[src/rtl/core/heightmap_slope_angle_top_macros.svh]
// Assertion helpers shared by the RTL of the slope angle block.
`ifndef HEIGHTMAP_SLOPE_ANGLE_TOP_MACROS_SVH
`define HEIGHTMAP_SLOPE_ANGLE_TOP_MACROS_SVH

// Same-cycle implication, disabled while reset is asserted.
`define HSA_ASSERT_IMP(lbl, ck, rstn, ante, cons, msg) \
  lbl: assert property (@(posedge ck) disable iff (!rstn) (ante) |-> (cons)) \
    else $error(msg);

// Next-cycle implication, disabled while reset is asserted.
`define HSA_ASSERT_NXT(lbl, ck, rstn, ante, cons, msg) \
  lbl: assert property (@(posedge ck) disable iff (!rstn) (ante) |=> (cons)) \
    else $error(msg);

`endif

[src/rtl/core/hsa_pkg.sv]
`timescale 1ns / 1ps
`default_nettype none
package hsa_pkg;

  localparam int DEF_MAX_DIM     = 4096;
  localparam int DEF_HEIGHT_BITS = 16;

  localparam int CORDIC_STEPS = 30;
  localparam int ROOT_STEPS   = 32;
  localparam int ROOT_W       = 32;
  localparam int RAD_IN_W     = 64;
  localparam int NORM_W       = 30;
  localparam int CORD_W       = 33;
  localparam int Y0_W         = 10;
  localparam int ANGLE_W      = 15;

  localparam logic [ANGLE_W-1:0] ANGLE_MAX = 15'd25736;

  localparam logic [1:0] REG_MAP_WIDTH   = 2'd0;
  localparam logic [1:0] REG_MAP_HEIGHT  = 2'd1;
  localparam logic [1:0] REG_HEIGHT_GAIN = 2'd2;

  // atan(2^-i) in units of 2^-30 rad
  function automatic logic [29:0] atan_tab(input int unsigned idx);
    logic [29:0] v;
    case (idx)
      0:  v = 30'd843314857;
      1:  v = 30'd497837829;
      2:  v = 30'd263043837;
      3:  v = 30'd133525159;
      4:  v = 30'd67021687;
      5:  v = 30'd33543516;
      6:  v = 30'd16775851;
      7:  v = 30'd8388437;
      8:  v = 30'd4194283;
      9:  v = 30'd2097149;
      10: v = 30'd1048576;
      11: v = 30'd524288;
      12: v = 30'd262144;
      13: v = 30'd131072;
      14: v = 30'd65536;
      15: v = 30'd32768;
      16: v = 30'd16384;
      17: v = 30'd8192;
      18: v = 30'd4096;
      19: v = 30'd2048;
      20: v = 30'd1024;
      21: v = 30'd512;
      22: v = 30'd256;
      23: v = 30'd128;
      24: v = 30'd64;
      25: v = 30'd32;
      26: v = 30'd16;
      27: v = 30'd8;
      28: v = 30'd4;
      29: v = 30'd2;
      default: v = 30'd0;
    endcase
    return v;
  endfunction

endpackage
`default_nettype wire

[src/rtl/core/hsa_isqrt.sv]
`timescale 1ns / 1ps
`default_nettype none
// Pipelined restoring square root, one result bit per stage.
module hsa_isqrt #(
  parameter int SIDE_W = hsa_pkg::Y0_W
) (
  input  wire logic                           clk,
  input  wire logic                           rst_n,
  input  wire logic                           adv,
  input  wire logic                           in_vld,
  input  wire logic [hsa_pkg::RAD_IN_W-1:0]   in_rad,
  input  wire logic [SIDE_W-1:0]              in_side,
  output logic                                out_vld,
  output logic [hsa_pkg::ROOT_W-1:0]          out_root,
  output logic [SIDE_W-1:0]                   out_side
);
  localparam int N     = hsa_pkg::ROOT_STEPS;
  localparam int RW    = hsa_pkg::ROOT_W;
  localparam int REM_W = RW + 3;

  logic                           vld_r  [0:N];
  logic [hsa_pkg::RAD_IN_W-1:0]   rad_r  [0:N];
  logic [REM_W-1:0]               rem_r  [0:N];
  logic [RW-1:0]                  root_r [0:N];
  logic [SIDE_W-1:0]              side_r [0:N];

  assign vld_r[0]  = in_vld;
  assign rad_r[0]  = in_rad;
  assign rem_r[0]  = '0;
  assign root_r[0] = '0;
  assign side_r[0] = in_side;

  for (genvar k = 0; k < N; k++) begin : g_step
    logic [REM_W-1:0] cat_nxt;
    logic [REM_W-1:0] trial_nxt;
    logic             ge_nxt;

    always_comb begin
      cat_nxt   = {rem_r[k][REM_W-3:0], rad_r[k][hsa_pkg::RAD_IN_W-1-2*k -: 2]};
      trial_nxt = {1'b0, root_r[k], 2'b01};
      ge_nxt    = cat_nxt >= trial_nxt;
    end

    always_ff @(posedge clk) begin
      if (!rst_n) begin
        vld_r[k+1] <= 1'b0;
      end else if (adv) begin
        vld_r[k+1] <= vld_r[k];
      end
    end

    always_ff @(posedge clk) begin
      if (adv) begin
        rad_r[k+1]  <= rad_r[k];
        rem_r[k+1]  <= ge_nxt ? cat_nxt - trial_nxt : cat_nxt;
        root_r[k+1] <= {root_r[k][RW-2:0], ge_nxt};
        side_r[k+1] <= side_r[k];
      end
    end
  end

  assign out_vld  = vld_r[N];
  assign out_root = root_r[N];
  assign out_side = side_r[N];
endmodule
`default_nettype wire

[config.mk]
export PLATFORM = sky130hd
export DESIGN_NAME = hsa_isqrt
export DESIGN_NICKNAME = d
export VERILOG_FILES = /design/src/rtl/core/heightmap_slope_angle_top_macros.svh /design/src/rtl/core/hsa_pkg.sv /design/src/rtl/core/hsa_isqrt.sv
export SDC_FILE = /design/constraint.sdc
export NUM_CORES = 2
export LEC_CHECK = 0
export BUFFER_PORTS_ARGS = -buffer_cell sky130_fd_sc_hd__buf_2
export CAP_MARGIN = 15
export CORE_MARGIN = 2
export CORE_UTILIZATION = 45
export CTS_BUF_LIST = sky130_fd_sc_hd__clkbuf_2 sky130_fd_sc_hd__clkbuf_4 sky130_fd_sc_hd__clkbuf_8
export CTS_CLUSTER_DIAMETER = 80
export DETAILED_ROUTE_END_ITERATION = 8
export GPL_TIMING_DRIVEN = 1
export PLACE_DENSITY = 0.59
export REMOVE_ABC_BUFFERS = 1
export SYNTH_ARGS = -nofsm -noshare
export SYNTH_HDL_FRONTEND = slang
export SYNTH_SLANG_ARGS = --single-unit
[constraint.sdc]
create_clock -name clk -period 3.9 [get_ports clk]
set_input_delay 0.39 -clock clk [delete_from_list [all_inputs] [get_ports clk]]
set_output_delay 0.39 -clock clk [all_outputs]
set_load 0.02 [all_outputs]
==> run_summary.xml <==
<?xml version="1.0" encoding="UTF-8"?>
<metrics>
  <group name="logic_synthesis">
    <metric name="ys.warnings.count" unit="">0</metric>
    <metric name="synthArstFlopShare" unit="">0</metric>
    <metric name="synth.largest_area_cell" unit="">edfxtp_1</metric>
    <metric name="netlist_instances" unit="">9513</metric>
    <metric name="synthesis.area" unit="µm²">128000</metric>
    <metric name="synth_edf_count" unit="">2815</metric>
    <metric name="synth.yosys.seq_area_share" unit="">0.667</metric>
    <metric name="ys_top_cells_by_count" unit="">edfxtp_1 (2815), inv_1 (713), nand2_1 (595), nor2_1 (585), a21oi_1 (578)</metric>
    <metric name="synth.area.top_cells" unit="">edfxtp_1 (66%), ha_1 (5.5%), xnor2_1 (2.8%)</metric>
    <metric name="synthFlopType" unit="">edfxtp_1</metric>
    <metric name="syn_area_per_cell" unit="µm²">13.4</metric>
    <metric name="synth_top_area_share" unit="">0.662</metric>
    <metric name="synth.most_common_cell" unit="">edfxtp_1</metric>
    <metric name="register_bit_total_from_synthesis" unit="">2847</metric>
    <metric name="yosysUniqueCellTypes" unit="">85</metric>
  </group>
  <group name="sta">
    <metric name="setup-tns-final" unit="ns">0</metric>
    <metric name="tightest_slew_margin_relative_to_the_limit" unit="">0.349</metric>
    <metric name="finalMaxSlewViolations" unit="">0</metric>
    <metric name="timing_worst_slew_pin_value" unit="ns">0.952</metric>
    <metric name="final.min_clock_period" unit="ns">3.71</metric>
    <metric name="clock.fmax" unit="MHz">269</metric>
    <metric name="clock-skew-final" unit="ns">0.0678</metric>
    <metric name="setup-violations-final" unit="">0</metric>
    <metric name="hold_viol" unit="">0</metric>
    <metric name="setup_ws" unit="ns">0.185</metric>
    <metric name="final_min_period_over_clock_period" unit="">0.952</metric>
    <metric name="grt_setup_unrepaired" unit="">no</metric>
  </group>
  <group name="worst_setup_path">
    <metric name="worst_path_max_delay_cell" unit="">a2111oi_1</metric>
    <metric name="reg2reg_from" unit="">g_step[29].cat_nxt[16]</metric>
    <metric name="timing.critical_path.from" unit="">g_step[29].cat_nxt[16]</metric>
    <metric name="timing.critical_path.max_delay_family" unit="">compound AO/OA/AOI/OAI gates</metric>
    <metric name="r2r_cells" unit="">11</metric>
    <metric name="cp_num_buf_inv" unit="">2</metric>
    <metric name="worst_ep_required_time" unit="ns">4.67</metric>
    <metric name="endpoint" unit="">g_step[30].cat_nxt[19]</metric>
    <metric name="critPathCaptureType" unit="">register</metric>
    <metric name="max_stage_delay" unit="ns">0.46</metric>
    <metric name="setup.reg_to_reg.worst_slack" unit="ns">0.19</metric>
    <metric name="critical_path.max_fanout" unit="">20</metric>
    <metric name="critPathArrivalTime" unit="ns">4.48</metric>
    <metric name="worstReg2RegEnd" unit="">g_step[30].cat_nxt[19]</metric>
    <metric name="crit_type" unit="">reg -&gt; reg</metric>
    <metric name="worst_setup_path_start_kind" unit="">register</metric>
    <metric name="path_depth" unit="">11</metric>
    <metric name="cp_cell_sequence" unit="">ha_1 -&gt; a21o_1 -&gt; a311o_1 -&gt; a2111oi_1 -&gt; buf_4 -&gt; o21ai_0 -&gt; o2111a_1 -&gt; o21ai_0 -&gt; and2_1 -&gt; buf_4 -&gt; o21ai_0</metric>
    <metric name="cp_common_cell" unit="">o21ai_0</metric>
  </group>
  <group name="clocking">
    <metric name="cts_tree" unit="">done</metric>
    <metric name="worstSkewPairLatency" unit="ns">1.08</metric>
    <metric name="htreeDepth" unit="">5</metric>
    <metric name="path_clk_slew" unit="ns">0.06</metric>
    <metric name="root_buffer_selected_by_cts" unit="">clkbuf_8</metric>
    <metric name="cts_max_path_buffers" unit="">4</metric>
    <metric name="clock_sink_count" unit="">2847</metric>
    <metric name="numCtsBuffers" unit="">467</metric>
  </group>
  <group name="global_routing">
    <metric name="grt_first_pass_wirelength" unit="µm">415000</metric>
    <metric name="grt_usage" unit="">0.180</metric>
    <metric name="first_global_vias" unit="">75660</metric>
    <metric name="grt_start_max_net_pins" unit="">163</metric>
    <metric name="grt_overflow_total" unit="">0</metric>
    <metric name="grt_antenna_before_repair" unit="">2</metric>
  </group>
  <group name="layout">
    <metric name="final_net_count" unit="">10841</metric>
    <metric name="post-route-util" unit="">0.512</metric>
    <metric name="layout.filler_cells" unit="">24085</metric>
    <metric name="area_growth_syn_to_layout" unit="%">13.3</metric>
    <metric name="drive_gt1_frac" unit="">0.115</metric>
  </group>
  <group name="die">
    <metric name="initial_core_util" unit="">0.452</metric>
    <metric name="io_pins" unit="">121</metric>
    <metric name="floorplan.core_area" unit="µm²">282000</metric>
    <metric name="rows" unit="">195</metric>
    <metric name="die_area" unit="µm²">288000</metric>
    <metric name="die_height" unit="µm">537</metric>
    <metric name="die-width" unit="µm">537</metric>
  </group>
  <group name="placement">
    <metric name="place_ws" unit="ns">0.176</metric>
    <metric name="globalplace.congestion" unit="">0.875</metric>
    <metric name="detailedPlacementHpwl" unit="µm">185000</metric>
    <metric name="place.port_buffers" unit="">120</metric>
  </group>
  <group name="job">
    <metric name="cap_viol_max_count" unit="">0</metric>
  </group>
  <group name="power">
    <metric name="power.leakage" unit="nW">55.0</metric>
    <metric name="finalPower" unit="mW">83.4</metric>
    <metric name="p_per_area" unit="nW/µm²">577</metric>
    <metric name="vdd_ir_drop_max" unit="mV">0.369</metric>
  </group>
  <group name="drt">
    <metric name="drt_pass1_iterations" unit="">7</metric>
    <metric name="dr.first_iter.drc_count" unit="">5619</metric>
    <metric name="drt_drc_violations_left" unit="">0</metric>
    <metric name="dr_vias" unit="">75823</metric>
    <metric name="postRouteAntennaNets" unit="">0</metric>
    <metric name="route.detailed.wl_per_inst" unit="µm">18.4</metric>
    <metric name="detailed_route_wl" unit="µm">264000</metric>
    <metric name="post_drt_via_cell_ratio" unit="">5.29</metric>
  </group>
  <group name="worst_hold_path">
    <metric name="hold_path.startpoint" unit="">in_rad[62]</metric>
    <metric name="holdCritPathClass" unit="">in -&gt; reg</metric>
  </group>
  <group name="run_status">
    <metric name="run_status" unit="">finished clean</metric>
  </group>
</metrics>
worst min-delay path: stages:
cell,delay (ns)
dlygate4sd3_1,0.54
buf_2,0.13
nor2b_1,0.04
power by group:
part | internal, mW | total (mW) | switching [mW]
combinational | 7.02 | 16.6 | 9.59
sequential | 38.3 | 40.7 | 2.40
clock | 14.1 | 26.1 | 12.0
total | 59.5 | 83.4 | 23.9
worst min path at each step:
stage                       endpoint  slack, ns  depth (start not counted)
3_5_place_dp   g_step[15].cat_nxt[1]       0.40                          0
5_1_grt         g_step[1].cat_nxt[2]       0.13                          3
6_report        g_step[1].cat_nxt[2]       0.20                          3
2_1_floorplan  g_step[10].cat_nxt[0]       0.40                          0
3_3_place_gp              rad_r[961]       0.40                          0
4_1_cts         g_step[1].cat_nxt[2]       0.05                          3
metal layers:
| layer | track usage | share of wire |
|---|---|---|
| met1 | 0.236 | 0.44 |
| met3 | 0.0240 | 0.040 |
| met5 | 0 | 0 |
| met2 | 0.307 | 0.49 |
| met4 | 0.0664 | 0.034 |
repair_timing:
item	in CTS	in global routing
endpoints found under the hold margin	242	0
gates resized for setup	0	9
endpoints found under the setup margin	0	29
buffers inserted	0	1
hold buffers	152	0
cells by family after synthesis:
family	synth area share
AOI/OAI and AO/OA	0.0882
xor gates and xnor gates	0.0546
adders and majority gates	0.0550
buffers and inverters	0.0276
DFF	0.667
muxes	0.0132
other	0.0000294
and+or+nand+nor	0.0941
through the flow:
| step | instance area [µm²] | cells | hold slack, ns |
|---|---|---|---|
| global placement | 134000 | 13323 | 0.400 |
| floorplan | 127000 | 9307 | 0.400 |
| detailed placement | 134000 | 13323 | 0.405 |
| finish | 145000 | 14330 | 0.200 |
| CTS | 145000 | 14326 | 0.0511 |
| global route | 145000 | 14329 | 0.128 |
sequential cells by signal (all words and copies together) (netlist names):
signal	flops
rad_r	930
out_root	32
g_step.cat_nxt	1037
g_step.trial_nxt	496
out_vld	1
out_side	10
side_r	310
vld_r	31
cells in the final DEF, fill, tap and decap left out, types with 212 or more instances in the layout:
cell type	netlist	final
nor3_1	212	212
ha_1	561	561
nand2_1	595	594
o21ai_0	489	488
clkbuf_8	0	470
inv_1	713	713
nor2_1	585	585
edfxtp_1	2815	2815
xor2_1	390	390
a21oi_1	578	578
xnor2_1	405	405
cell type report:
| cell class | count | area, µm² | area share |
|---|---|---|---|
| clock inverters | 239 | 1830 | 0.0126 |
| diodes | 3 | 7.51 | 0.0000519 |
| repair buffers | 426 | 3670 | 0.0254 |
| multi-input cells | 5743 | 39100 | 0.270 |
| well taps | 3743 | 4680 | 0.0324 |
| inverters | 717 | 2690 | 0.0186 |
| clock buffers | 612 | 7530 | 0.0521 |
| flip-flops and latches | 2847 | 85200 | 0.589 |
(Power assumes the default switching activity.)
